<file path="src/rtl/fadc_record_lane_decoder_assert.svh">
// Assertion macros for the lane decoder RTL, included by fadc_queue.
// Clock i_clk and active-low reset i_rst_n are taken from the using module.
`ifndef FADC_RECORD_LANE_DECODER_ASSERT_SVH
`define FADC_RECORD_LANE_DECODER_ASSERT_SVH
`ifndef SYNTHESIS
`define FADC_ASSERT(lbl, prop) \
    lbl: assert property (@(posedge i_clk) disable iff (!i_rst_n) prop) \
        else $error("fadc assertion failed");
`define FADC_NEVER(lbl, cond) \
    lbl: assert property (@(posedge i_clk) disable iff (!i_rst_n) !(cond)) \
        else $error("fadc forbidden condition");
`else
`define FADC_ASSERT(lbl, prop)
`define FADC_NEVER(lbl, cond)
`endif
`endif

</file>
<file path="src/rtl/fadc_pkg.sv">
// Shared types and constants for the digitizer record lane decoder.
// No dependencies.
`timescale 1ns / 1ps
`default_nettype none
package fadc_pkg;
    localparam int LANES        = 4;
    localparam int HEADER_BYTES = 32;
    localparam int Q_DEPTH      = 2;

    localparam logic [3:0] K_LENGTH     = 4'd0;
    localparam logic [3:0] K_TRIGTYPE   = 4'd1;
    localparam logic [3:0] K_TRIGNUM    = 4'd2;
    localparam logic [3:0] K_TRIGTIME   = 4'd3;
    localparam logic [3:0] K_MODULE     = 4'd4;
    localparam logic [3:0] K_CHANID     = 4'd5;
    localparam logic [3:0] K_LOCTRIGNUM = 4'd6;
    localparam logic [3:0] K_LOCPATTERN = 4'd7;
    localparam logic [3:0] K_PEDESTAL   = 4'd8;
    localparam logic [3:0] K_STARTTIME  = 4'd9;
    localparam logic [3:0] K_ADC        = 4'd10;
    localparam logic [3:0] K_TDC        = 4'd11;

    localparam logic CFG_RECORD_LENGTH = 1'b0;
    localparam logic CFG_FLIP_ADC      = 1'b1;

    typedef logic [LANES-1:0][HEADER_BYTES-1:0][7:0] t_hdr;

    typedef struct packed {
        logic                   hdr;
        logic                   tdc;
        logic [14:0]            sidx;
        logic [12:0]            group;
        logic [LANES-1:0][11:0] adc;
        logic [LANES-1:0][11:0] tdcv;
    } t_entry;
endpackage
`default_nettype wire

</file>
<file path="src/rtl/fadc_front.sv">
// Front end: config registers, byte position tracking, header shift line,
// ADC/TDC assembly. Pushes one queue entry per result-producing word. Uses fadc_pkg.
`timescale 1ns / 1ps
`default_nettype none
module fadc_front (
    input  wire logic                            i_clk,
    input  wire logic                            i_rst_n,
    input  wire logic                            i_valid,
    output logic                                 o_ready,
    input  wire logic [fadc_pkg::LANES-1:0][7:0] i_bytes,
    input  wire logic                            i_cfg_valid,
    input  wire logic                            i_cfg_index,
    input  wire logic [15:0]                     i_cfg_data,
    input  wire logic                            i_q_ready,
    output logic                                 o_q_push,
    output fadc_pkg::t_entry                     o_q_entry,
    input  wire logic                            i_hdr_done,
    output fadc_pkg::t_hdr                       o_hdr
);
    logic [15:0] r_len_cfg;
    logic        r_flip;
    logic [15:0] r_pos;
    logic        r_busy;
    fadc_pkg::t_hdr r_hdr;
    logic [fadc_pkg::LANES-1:0][7:0] r_adc_lo;
    logic [fadc_pkg::LANES-1:0][7:0] r_tdc_part;

    logic [15:0] len, p, b;
    logic        in_hdr, acc, is_odd, tdc_ok;
    logic [16:0] grp_end;

    always_comb begin
        len     = (r_len_cfg < 16'(fadc_pkg::HEADER_BYTES)) ?
                  16'(fadc_pkg::HEADER_BYTES) : r_len_cfg;
        p       = (r_pos >= len) ? 16'd0 : r_pos;
        in_hdr  = p < 16'(fadc_pkg::HEADER_BYTES);
        b       = p - 16'(fadc_pkg::HEADER_BYTES);
        is_odd  = b[0];
        grp_end = {1'b0, b[15:3], 3'b000} + 17'(fadc_pkg::HEADER_BYTES + 8);
        tdc_ok  = grp_end <= {1'b0, len};
        o_ready = i_q_ready && !(in_hdr && r_busy);
        acc     = i_valid && o_ready;
        o_q_push = acc && (in_hdr ? (p == 16'(fadc_pkg::HEADER_BYTES - 1)) : is_odd);
        o_q_entry.hdr   = in_hdr;
        o_q_entry.tdc   = (b[2:0] == 3'd5) && tdc_ok;
        o_q_entry.sidx  = b[15:1];
        o_q_entry.group = b[15:3];
        for (int l = 0; l < fadc_pkg::LANES; l++) begin
            o_q_entry.adc[l]  = {i_bytes[l][3:0], r_adc_lo[l]} ^ {12{r_flip}};
            o_q_entry.tdcv[l] = {i_bytes[l][7:4], r_tdc_part[l]};
        end
        o_hdr = r_hdr;
    end

    always_ff @(posedge i_clk) begin
        if (!i_rst_n) begin
            r_len_cfg <= 16'd544;
            r_flip    <= 1'b1;
            r_pos     <= '0;
            r_busy    <= 1'b0;
        end else begin
            if (i_cfg_valid) begin
                if (i_cfg_index == fadc_pkg::CFG_RECORD_LENGTH) r_len_cfg <= i_cfg_data;
                else r_flip <= i_cfg_data[0];
            end
            if (acc) begin
                r_pos <= (p + 16'd1 >= len) ? 16'd0 : p + 16'd1;
            end
            if (o_q_push && in_hdr) r_busy <= 1'b1;
            else if (i_hdr_done) r_busy <= 1'b0;
        end
    end

    // payload: header shift line and per-lane partial words
    always_ff @(posedge i_clk) begin
        if (acc) begin
            for (int l = 0; l < fadc_pkg::LANES; l++) begin
                if (in_hdr) begin
                    r_hdr[l][fadc_pkg::HEADER_BYTES-1] <= i_bytes[l];
                    for (int k = 0; k < fadc_pkg::HEADER_BYTES - 1; k++)
                        r_hdr[l][k] <= r_hdr[l][k+1];
                end else begin
                    if (!is_odd) r_adc_lo[l] <= i_bytes[l];
                    if (b[2:0] == 3'd1) r_tdc_part[l] <= {4'h0, i_bytes[l][7:4]};
                    else if (b[2:0] == 3'd3)
                        r_tdc_part[l] <= {i_bytes[l][7:4], r_tdc_part[l][3:0]};
                end
            end
        end
    end
endmodule
`default_nettype wire

</file>
<file path="src/rtl/fadc_queue.sv">
// Two-entry queue between the front end and the result sequencer.
// Uses fadc_pkg and the assertion macro header.
`timescale 1ns / 1ps
`default_nettype none
`include "fadc_record_lane_decoder_assert.svh"
module fadc_queue (
    input  wire logic             i_clk,
    input  wire logic             i_rst_n,
    input  wire logic             i_push,
    input  wire fadc_pkg::t_entry i_entry,
    output logic                  o_ready,
    input  wire logic             i_pop,
    output logic                  o_valid,
    output fadc_pkg::t_entry      o_entry
);
    fadc_pkg::t_entry r_mem [fadc_pkg::Q_DEPTH];
    logic r_wp, r_rp;
    logic [1:0] r_cnt;

    assign o_ready = r_cnt != 2'(fadc_pkg::Q_DEPTH);
    assign o_valid = r_cnt != 2'd0;
    assign o_entry = r_mem[r_rp];

    always_ff @(posedge i_clk) begin
        if (!i_rst_n) begin
            r_wp  <= 1'b0;
            r_rp  <= 1'b0;
            r_cnt <= '0;
        end else begin
            if (i_push) r_wp <= ~r_wp;
            if (i_pop)  r_rp <= ~r_rp;
            r_cnt <= r_cnt + 2'(i_push) - 2'(i_pop);
        end
    end

    always_ff @(posedge i_clk) begin
        if (i_push) r_mem[r_wp] <= i_entry;
    end

    `FADC_NEVER(a_push_full, i_push && !o_ready)
    `FADC_NEVER(a_pop_empty, i_pop && !o_valid)
    `FADC_ASSERT(a_cnt_range, r_cnt <= 2'(fadc_pkg::Q_DEPTH))
endmodule
`default_nettype wire

</file>
<file path="src/rtl/fadc_back.sv">
// Result sequencer: expands queue entries into header fields, ADC and TDC
// results through a registered output stage. Uses fadc_pkg.
`timescale 1ns / 1ps
`default_nettype none
module fadc_back (
    input  wire logic             i_clk,
    input  wire logic             i_rst_n,
    input  wire logic             i_q_valid,
    input  wire fadc_pkg::t_entry i_entry,
    output logic                  o_q_pop,
    output logic                  o_hdr_done,
    input  wire fadc_pkg::t_hdr   i_hdr,
    output logic                  o_valid,
    input  wire logic             i_ready,
    output logic [3:0]            o_kind,
    output logic [1:0]            o_lane,
    output logic [14:0]           o_sample_index,
    output logic [57:0]           o_value,
    output logic                  o_bad_channel_id,
    output logic                  o_last
);
    localparam int HEADER_W = fadc_pkg::HEADER_BYTES * 8;

    logic [1:0]  r_lane;
    logic [3:0]  r_fld;
    logic        r_phase;
    logic        r_ovalid;
    logic [3:0]  r_kind;
    logic [1:0]  r_olane;
    logic [14:0] r_sidx;
    logic [57:0] r_value;
    logic        r_bad, r_last;

    logic take, last;
    logic [3:0]  n_kind;
    logic [14:0] n_sidx;
    logic [57:0] n_value;
    logic        n_bad;
    logic [HEADER_W-1:0] hb;
    logic [47:0] coarse;
    logic [7:0]  fine;

    always_comb begin
        take = i_q_valid && (!r_ovalid || i_ready);
        hb   = i_hdr[r_lane];
        last = (r_lane == 2'(fadc_pkg::LANES - 1)) &&
               (i_entry.hdr ? (r_fld == fadc_pkg::K_STARTTIME)
                            : (r_phase || !i_entry.tdc));
        coarse = (r_fld == fadc_pkg::K_TRIGTIME) ? {24'd0, hb[119:96]} : hb[255:208];
        fine   = (r_fld == fadc_pkg::K_TRIGTIME) ? hb[95:88] : hb[207:200];
        n_bad  = 1'b0;
        n_value = '0;
        if (i_entry.hdr) begin
            n_kind = r_fld;
            n_sidx = '0;
            case (r_fld)
                fadc_pkg::K_LENGTH:     n_value = 58'(hb[31:0]);
                fadc_pkg::K_TRIGTYPE:   n_value = 58'(hb[51:48]);
                fadc_pkg::K_TRIGNUM:    n_value = 58'(hb[87:56]);
                fadc_pkg::K_MODULE:     n_value = 58'(hb[127:120]);
                fadc_pkg::K_CHANID: begin
                    n_value = 58'(hb[135:128]);
                    n_bad   = (hb[135:128] < 8'd1) || (hb[135:128] > 8'd4);
                end
                fadc_pkg::K_LOCTRIGNUM: n_value = 58'(hb[167:136]);
                fadc_pkg::K_LOCPATTERN: n_value = 58'(hb[183:168]);
                fadc_pkg::K_PEDESTAL:   n_value = 58'(hb[199:184]);
                fadc_pkg::K_TRIGTIME, fadc_pkg::K_STARTTIME:
                    // x*1000 = x*1024 - x*32 + x*8
                    n_value = (58'(coarse) << 10) - (58'(coarse) << 5)
                            + (58'(coarse) << 3) + (58'(fine) << 3);
                default:                n_value = '0;
            endcase
        end else if (r_phase) begin
            n_kind  = fadc_pkg::K_TDC;
            n_sidx  = 15'(i_entry.group);
            n_value = 58'(i_entry.tdcv[r_lane]);
        end else begin
            n_kind  = fadc_pkg::K_ADC;
            n_sidx  = i_entry.sidx;
            n_value = 58'(i_entry.adc[r_lane]);
        end
        o_q_pop    = take && last;
        o_hdr_done = take && last && i_entry.hdr;
    end

    always_ff @(posedge i_clk) begin
        if (!i_rst_n) begin
            r_lane   <= '0;
            r_fld    <= '0;
            r_phase  <= 1'b0;
            r_ovalid <= 1'b0;
        end else begin
            if (take) begin
                r_ovalid <= 1'b1;
                if (last) begin
                    r_lane  <= '0;
                    r_fld   <= '0;
                    r_phase <= 1'b0;
                end else if (i_entry.hdr) begin
                    if (r_fld == fadc_pkg::K_STARTTIME) begin
                        r_fld  <= '0;
                        r_lane <= r_lane + 2'd1;
                    end else begin
                        r_fld <= r_fld + 4'd1;
                    end
                end else if (r_lane == 2'(fadc_pkg::LANES - 1)) begin
                    r_lane  <= '0;
                    r_phase <= 1'b1;
                end else begin
                    r_lane <= r_lane + 2'd1;
                end
            end else if (i_ready) begin
                r_ovalid <= 1'b0;
            end
        end
    end

    always_ff @(posedge i_clk) begin
        if (take) begin
            r_kind  <= n_kind;
            r_olane <= r_lane;
            r_sidx  <= n_sidx;
            r_value <= n_value;
            r_bad   <= n_bad;
            r_last  <= last;
        end
    end

    assign o_valid          = r_ovalid;
    assign o_kind           = r_kind;
    assign o_lane           = r_olane;
    assign o_sample_index   = r_sidx;
    assign o_value          = r_value;
    assign o_bad_channel_id = r_bad;
    assign o_last           = r_last;
endmodule
`default_nettype wire

</file>
<file path="src/rtl/fadc_record_lane_decoder.sv">
// Top level of the digitizer record lane decoder.
// Depends on fadc_pkg, fadc_front, fadc_queue and fadc_back.
//
//  channel  | direction | handshake             | payload
//  ---------+-----------+-----------------------+-------------------------------------
//  input    | in        | i_valid / o_ready     | i_lane0_byte .. i_lane3_byte
//  result   | out       | o_valid / i_ready     | kind, lane, sample_index, value, ...
//  config   | in        | i_cfg_valid / o_cfg_ready | i_cfg_index, i_cfg_data
//
// Words are taken one per cycle while the queue has room; every word that yields
// results pushes one entry into a two-entry queue, and the result sequencer drains
// it one result per cycle while i_ready is high: 40 for a header, 4 for an odd body
// word, 8 when a TDC group closes. The output port therefore sets the long-run pace
// of result-producing words. Header words of a new record wait until the previous
// header run has been emitted, since the header shift line is read by the sequencer.
// Reset (synchronous, active low) clears position, queue and sequencer; config
// returns to length 544 and ADC flip on. Config writes are always ready.
`timescale 1ns / 1ps
`default_nettype none
module fadc_record_lane_decoder (
    input  wire logic        i_clk,
    input  wire logic        i_rst_n,
    input  wire logic        i_valid,
    output logic             o_ready,
    input  wire logic [7:0]  i_lane0_byte,
    input  wire logic [7:0]  i_lane1_byte,
    input  wire logic [7:0]  i_lane2_byte,
    input  wire logic [7:0]  i_lane3_byte,
    output logic             o_valid,
    input  wire logic        i_ready,
    output logic [3:0]       o_kind,
    output logic [1:0]       o_lane,
    output logic [14:0]      o_sample_index,
    output logic [57:0]      o_value,
    output logic             o_bad_channel_id,
    output logic             o_last,
    input  wire logic        i_cfg_valid,
    output logic             o_cfg_ready,
    input  wire logic        i_cfg_index,
    input  wire logic [15:0] i_cfg_data
);
    logic [fadc_pkg::LANES-1:0][7:0] bytes;
    logic             q_ready, q_push, q_valid, q_pop, hdr_done;
    fadc_pkg::t_entry push_entry, head_entry;
    fadc_pkg::t_hdr   hdr;

    assign bytes       = {i_lane3_byte, i_lane2_byte, i_lane1_byte, i_lane0_byte};
    assign o_cfg_ready = 1'b1;

    // front: classify words, build ADC/TDC values, hold header bytes
    fadc_front u_front (
        .i_clk       (i_clk),
        .i_rst_n     (i_rst_n),
        .i_valid     (i_valid),
        .o_ready     (o_ready),
        .i_bytes     (bytes),
        .i_cfg_valid (i_cfg_valid),
        .i_cfg_index (i_cfg_index),
        .i_cfg_data  (i_cfg_data),
        .i_q_ready   (q_ready),
        .o_q_push    (q_push),
        .o_q_entry   (push_entry),
        .i_hdr_done  (hdr_done),
        .o_hdr       (hdr)
    );

    fadc_queue u_queue (
        .i_clk   (i_clk),
        .i_rst_n (i_rst_n),
        .i_push  (q_push),
        .i_entry (push_entry),
        .o_ready (q_ready),
        .i_pop   (q_pop),
        .o_valid (q_valid),
        .o_entry (head_entry)
    );

    // back: one result per cycle while i_ready allows, into the output register
    fadc_back u_back (
        .i_clk            (i_clk),
        .i_rst_n          (i_rst_n),
        .i_q_valid        (q_valid),
        .i_entry          (head_entry),
        .o_q_pop          (q_pop),
        .o_hdr_done       (hdr_done),
        .i_hdr            (hdr),
        .o_valid          (o_valid),
        .i_ready          (i_ready),
        .o_kind           (o_kind),
        .o_lane           (o_lane),
        .o_sample_index   (o_sample_index),
        .o_value          (o_value),
        .o_bad_channel_id (o_bad_channel_id),
        .o_last           (o_last)
    );
endmodule
`default_nettype wire
</file>
<file path="config.mk">
export PLATFORM = sky130hd
export DESIGN_NAME = fadc_record_lane_decoder
export DESIGN_NICKNAME = d
export VERILOG_FILES = /design/src/rtl/fadc_pkg.sv /design/src/rtl/fadc_front.sv /design/src/rtl/fadc_queue.sv /design/src/rtl/fadc_back.sv /design/src/rtl/fadc_record_lane_decoder.sv
export VERILOG_INCLUDE_DIRS = /design/src /design/src/rtl
export SDC_FILE = /design/constraint.sdc
export NUM_CORES = 2
export LEC_CHECK = 0
export ABC_AREA = 1
export BUFFER_PORTS_ARGS = -buffer_cell sky130_fd_sc_hd__buf_2
export CAP_MARGIN = 20
export CORE_MARGIN = 8
export CORE_UTILIZATION = 50
export CTS_BUF_LIST = sky130_fd_sc_hd__clkbuf_4
export DETAILED_ROUTE_END_ITERATION = 10
export GPL_TIMING_DRIVEN = 0
export PLACE_DENSITY = 0.64
export SKIP_LAST_GASP = 1
export SLEW_MARGIN = 40
export SYNTH_ARGS = -nofsm -noshare
export SYNTH_HDL_FRONTEND = slang
export SYNTH_HIERARCHICAL = 1
export SYNTH_SLANG_ARGS = --single-unit
</file>
<file path="constraint.sdc">
create_clock -name i_clk -period 28.1 [get_ports i_clk]
set_clock_uncertainty 0.15 [all_clocks]
set_input_delay 4.215 -clock i_clk [delete_from_list [all_inputs] [get_ports i_clk]]
set_output_delay 4.215 -clock i_clk [all_outputs]
set_load 0.03 [all_outputs]
</file>
======== After elaboration in Yosys (flattened, before gate mapping) ========
Memories as Yosys holds them, arrays and structs flattened. A register that Yosys moved wholly into a read port is not among the register bits.
Index checks and enable logic that the tools add are counted.
storage, ports and cells
  logic and storage cells ................. 283
  RAM bits ................................ 252
  memories ................................ 1
  input bits .............................. 54
  output and inout port bits .............. 84
  register bits after elaboration ......... 1,215
memories
  name           depth  width  read ports  clocked after memory_dff  wr ports  RTL line          RTL
  u_queue.r_mem  2      126    1           1                         1         fadc_queue.sv:16  fadc_pkg::t_entry r_mem [fadc_pkg::Q_DEPTH];
operators by class
  $lt $le $gt $ge ......................... 8
  muxes and demuxes ....................... 45
  eq/ne operators ......................... 17
  reductions and logical operators ........ 35
  bitwise logic cells ..................... 9
  $add $sub $neg .......................... 10
operators by type and width
  operator                                                                number
  58-bit case mux with 9 select lines                                     1
  256-bit binary-select mux with 2-bit select                             1
  256-bit two-way mux                                                     1
  58-bit by 11-bit adder with 58-bit output                               1
  58-bit by 51-bit adder with 58-bit output                               1
  58-bit two-way mux                                                      1
  58-bit by 53-bit subtractor with 58-bit output                          1
  12-bit binary-select mux with 2-bit select                              2
  16-bit two-way mux                                                      3
  48-bit two-way mux                                                      1
  12-bit XOR                                                              4
  8-bit two-way mux                                                       5
  12-bit two-way mux                                                      3
  16-bit greater-or-equal comparator                                      2
  16-bit by 6-bit < comparator with 1-bit output (second input constant)  2
  4-bit two-way mux                                                       8
  16-bit by 6-bit adder with 17-bit output (second input constant)        1
  17-bit by 16-bit <= comparator with 1-bit output                        1
  16-bit by 1-bit adder with 16-bit output (second input constant)        1
  16-bit by 5-bit == test with 1-bit output (second input constant)       1
  4-bit by 3-bit == test with 1-bit output (second input constant)        4
  16-bit by 6-bit subtractor with 16-bit output (second input constant)   1
  1-bit two-way mux                                                       14
  13-bit two-way mux                                                      1
  26 further kinds                                                        63

======== Logic depth before layout (Yosys ltp) ========
  depth in word-level cells ............... 12
  mapped depth ............................ 40
  gate-level depth less buffers ........... 40

======== Modules after synthesis ========
Netlist, hierarchy kept.
by module, submodules not included
  module                    area each (um^2)  cells each  sequential area each (um^2)  times used
  fadc_front                37,247.0          1,791       33,352.0                     1
  fadc_back                 19,269.7          3,514       2,592.5                      1
  fadc_queue                9,469.1           425         7,667.4                      1
  fadc_record_lane_decoder  11.3              2           0.0                          1

======== Worst setup path before layout ========
OpenSTA, ideal clock, no wires.
  path kind ............................... input -> register
  start point ............................. input port i_valid
  end point ............................... register u_front.r_hdr, in the netlist u_front/o_hdr[0] (enable)
  setup slack ............................. 2.429 ns
  buffers on the path ..................... 1
  required time ........................... 26.588 ns
  setup time .............................. 1.362 ns
  stages on the path ...................... 5
  arrival ................................. 24.159 ns
  cells stage by stage .................... nand3_4 buf_6 inv_1 nand2_1 inv_1
between the ends
  cells in the longest elaborated chain, start to end .. 2
RTL lines
  item                                  RTL line                        RTL
  start, declared                       fadc_record_lane_decoder.sv:23  input wire logic i_valid,
  1-bit logical AND                     fadc_front.sv:42                acc = i_valid && o_ready;
  2-bit AND reduction (no source line)  --
  end signal, assigned by index         fadc_front.sv:79                r_hdr[l][fadc_pkg::HEADER_BYTES-1] <= i_bytes[l];
  end signal, assigned by index         fadc_front.sv:81                r_hdr[l][k] <= r_hdr[l][k+1];
  end, declared                         fadc_front.sv:24                fadc_pkg::t_hdr r_hdr;
No other way between the ends.
A chain may end at the register's enable or synchronous reset.

======== Worst setup path in the final report ========
  start point ............................. register u_front.r_len_cfg[9]
  end point ............................... output port o_ready
between the ends
  cells in the longest elaborated chain, start to end .. 8
RTL lines
  item                                                RTL line                        RTL
  start, declared                                     fadc_front.sv:20                logic [15:0] r_len_cfg;
  start signal, assigned                              fadc_front.sv:63                if (i_cfg_index == fadc_pkg::CFG_RECORD_LENGTH) r_len_cfg <= i_cfg_data;
  16-bit by 6-bit < comparator with 1-bit output      fadc_front.sv:33                len = (r_len_cfg < 16'(fadc_pkg::HEADER_BYTES)) ?
  16-bit two-way mux (*)                              fadc_front.sv:33
  16-bit greater-or-equal comparator (*)              fadc_front.sv:35                p = (r_pos >= len) ? 16'd0 : r_pos;
  16-bit two-way mux (*)                              fadc_front.sv:35
  16-bit by 6-bit < comparator with 1-bit output (*)  fadc_front.sv:36                in_hdr = p < 16'(fadc_pkg::HEADER_BYTES);
  1-bit logical AND (*)                               fadc_front.sv:41                o_ready = i_q_ready && !(in_hdr && r_busy);
  1-bit zero test (*)                                 fadc_front.sv:41
  1-bit logical AND (*)                               fadc_front.sv:41
  end, declared                                       fadc_record_lane_decoder.sv:24  output logic o_ready,
Mark *: on every way between the ends. The rest lies on a longest branch, timed or not.

==> impl_metrics.ini <==
[cells_and_area]
post-route-util_pct = 56.7
layout-drive-gt1-share_pct = 18.2
area_growth_pct = 12.8
final_net_count = 6559
stdcell_count = 8324
final_common_cell = edfxtp_1
final_cell_mix = edfxtp_1 (1421), nand2_1 (1005), nor2_1 (826)

[cts]
ctsResizeCount = 0
htreeDepth = 5
post_cts_buffers = 0
max-clock-path-buffers = 4
clk_latency_ns = 1.33
cts_root_buffer = clkbuf_4
cts_tree = done
numCtsBuffers = 392
cts.sinks = 1468
cts_hold_buffers = 0
clkTransAtPathRegs_ns = 0.07

[logic_synthesis]
syn_avg_cell_area_um2 = 11.5
postSynth.asyncResetShare_pct = 0
ys_ff_latch = 1468
postSynthCellCount = 5732
seq_area_frac_synth_pct = 66.1
yosys_warnings = 6
syn_nets = 5997
syn_area_um2 = 66000
ys_types = 60
synth_edf_count = 1421
synthFlopType = edfxtp_1

[sta]
drv_slew = 0
period_share_pct = 30.7
hold_violations = 0
setup-violations-final = 0
setup-tns-final_ns = 0
worst_pin_slew_ns = 1.10
slew_headroom_pct = 26.5
worst_hold_slack_ns = 0.249
rsz0062_at_grt = false
timing.fmax_mhz = 116
period_needed_ns = 8.64

[power_and_ir_drop]
p_leak_nw = 29.6
finalPower_mw = 4.86
power.density_nw_per_um2 = 65.2
vdd.ir_drop.worst_uv = 49.7

[global_route]
busiest_layer = met2
grt_usage_pct = 32.2
grt.met3_usage_pct = 9.02
antenna_found_initial = 28
gr-usage-met1_pct = 41.6
overflow = 0
grt_max_degree = 91
globalRouteMet2Util_pct = 47.9
grt_pass1_vias = 46700
grt_pass1_wl_um = 327000

[routing]
wire_per_inst_um = 28.4
vias = 48800
drt_iter0_markers = 7504
postRouteAntennaNets = 0
drt_wl_total_um = 236000
drt_first_pass_iters = 9
drc = 0
vias_per_cell = 5.86

[setup_path]
cp-end-kind = primary output
arrival_ns = 4.27
critPathMaxFanout = 8
crit_path_end = o_ready
r2r_slack_ns = 21.25
worstSetupStartpoint = u_front/r_len_cfg[9]
crit_required_ns = 23.74
cp-start-kind = flop
timing.rr.end = u_back/o_value[13]
ff2ff_path_depth = 20
rr_startpoint = u_back/r_lane[0]
criticalPathCategory = flop to primary output

[floorplan]
die_area_um2 = 144000
num_rows = 133
core_area_um2 = 131000
start_util_pct = 50.3
die_x_um = 379
pin_count = 138
die_y_um = 379

[placed_design]
globalplace.congestion = 1.04
hpwl_um = 168000
portBuffers = 136
dp.cells = 7655

[flow_run]
cap_violations = 0

[hold_path]
hold_path_class = flop to flop

[run_status]
status = complete, no violations
## Yosys cell counts, drive strengths merged, types with 3 or more instances
master	instances	share of area, %
edfxtp	1421	65
nand2	1018	5.8
nor2	854	5.1
o21ai	564	4.3
inv	516	2.9
nand3	179	1.4
o22ai	178	1.7
buf	175	1.7
ha	164	3.1
a21oi	141	1.1
mux2	126	2.4
clkbuf	94	0.54
xor2	58	0.77
dfxtp	47	1.4
fa	47	1.4
nand4	23	0.22
a22o	22	0.29
nor3	19	0.18
xnor2	12	0.16
nand3b	10	0.11
or2	9	0.085
a31oi	7	0.066
and2	7	0.066
o21bai	6	0.074
clkinv	5	0.028
o211ai	5	0.064
a21boi	4	0.046
o221ai	4	0.053
o41ai	4	0.053
o21a	3	0.034
## logic make-up after synthesis
kind of cell / count (synthesis) / synth area share (%)
AOI/OAI and AO/OA: 946 / 7.84
buffers and inverters: 790 / 5.20
and+or+nand+nor: 2120 / 13.0
xor gates and xnor gates: 70 / 0.929
muxes: 126 / 2.38
DFF: 1468 / 66.1
adders and majority gates: 211 / 4.53
other: 1 / 0.00568
## power breakdown
part	switching (mW)	total, mW	internal (mW)
clock network	0.867	1.83	0.960
registers	0.0560	2.55	2.50
logic	0.337	0.474	0.138
## cell type report
cell class	count	area (µm²)
fillers	11200	56800
flip-flops and latches	1468	43600
multi-input cells	3474	19000
clock buffers	567	4260
well taps	1755	2200
inverters	521	1980
plain buffers	269	1530
repair buffers	168	1410
clock inverters	76	429
diodes	26	65.1
## sequential cells by signal (all words and copies together) (netlist names), 2 cells and up, named ones only
register / cells
u_back/r_fld: 4
u_back/o_value: 58
u_back/o_sample_index: 15
u_front/r_pos: 16
u_front/r_len_cfg: 16
u_queue/r_cnt: 2
u_back/o_lane: 2
u_front/o_hdr: 1024
u_front/o_q_entry: 32
u_back/r_lane: 2
u_front/r_adc_lo: 32
u_queue/r_mem: 252
u_back/o_kind: 4
## worst max-delay path, stage by stage, from the launching register on
cell and delay [ns]:
dfxtp_1 0.29, inv_1 0.18, nand4_1 0.12, nor2_1 0.13
nand2_1 0.11, inv_1 0.12, nor2_1 0.11, ha_1 0.30
nand2_1 0.05, inv_1 0.05, nand2_1 0.06, nor2_1 0.10
nor2_1 0.05, nand2_1 0.14, nand2_2 0.18, nand3_1 0.21
nand2_2 0.12, nor2_4 0.24, nand3_4 0.11, nand2_1 0.14
inv_1 0.05, buf_2 0.17
## routing by layer
metal | wire (µm) | vias up
li1 | - | 21200
met4 | 17100 | 8
met5 | 57 | -
met1 | 87800 | 23400
met2 | 102000 | 3403
met3 | 29400 | 788
## metrics by stage
stage                     area (µm²)  setup WS, ns
final                          74500         19.46
after global routing           74400         19.01
after CTS                      74400         19.33
after detailed placement       69700         20.72
after global placement         68900         -5.59
after floorplan                66000          2.43
## worst min-delay path by stage
stage	depth (start not counted)	slack, ns	to	start
finish	0	0.25	u_front/o_hdr[686]	u_front/o_hdr[694]
global route	0	0.23	u_front/o_hdr[813]	u_front/o_hdr[821]
CTS	0	0.24	u_queue/r_mem[0][39]	u_front/o_q_entry[39]
detailed placement	0	0.25	u_front/o_hdr[295]	u_front/o_hdr[303]
global placement	0	0.25	u_front/o_hdr[804]	u_front/o_hdr[812]
floorplan	0	0.25	u_front/o_hdr[24]	u_front/o_hdr[32]
Note: power is estimated with default switching activity, not from simulation.
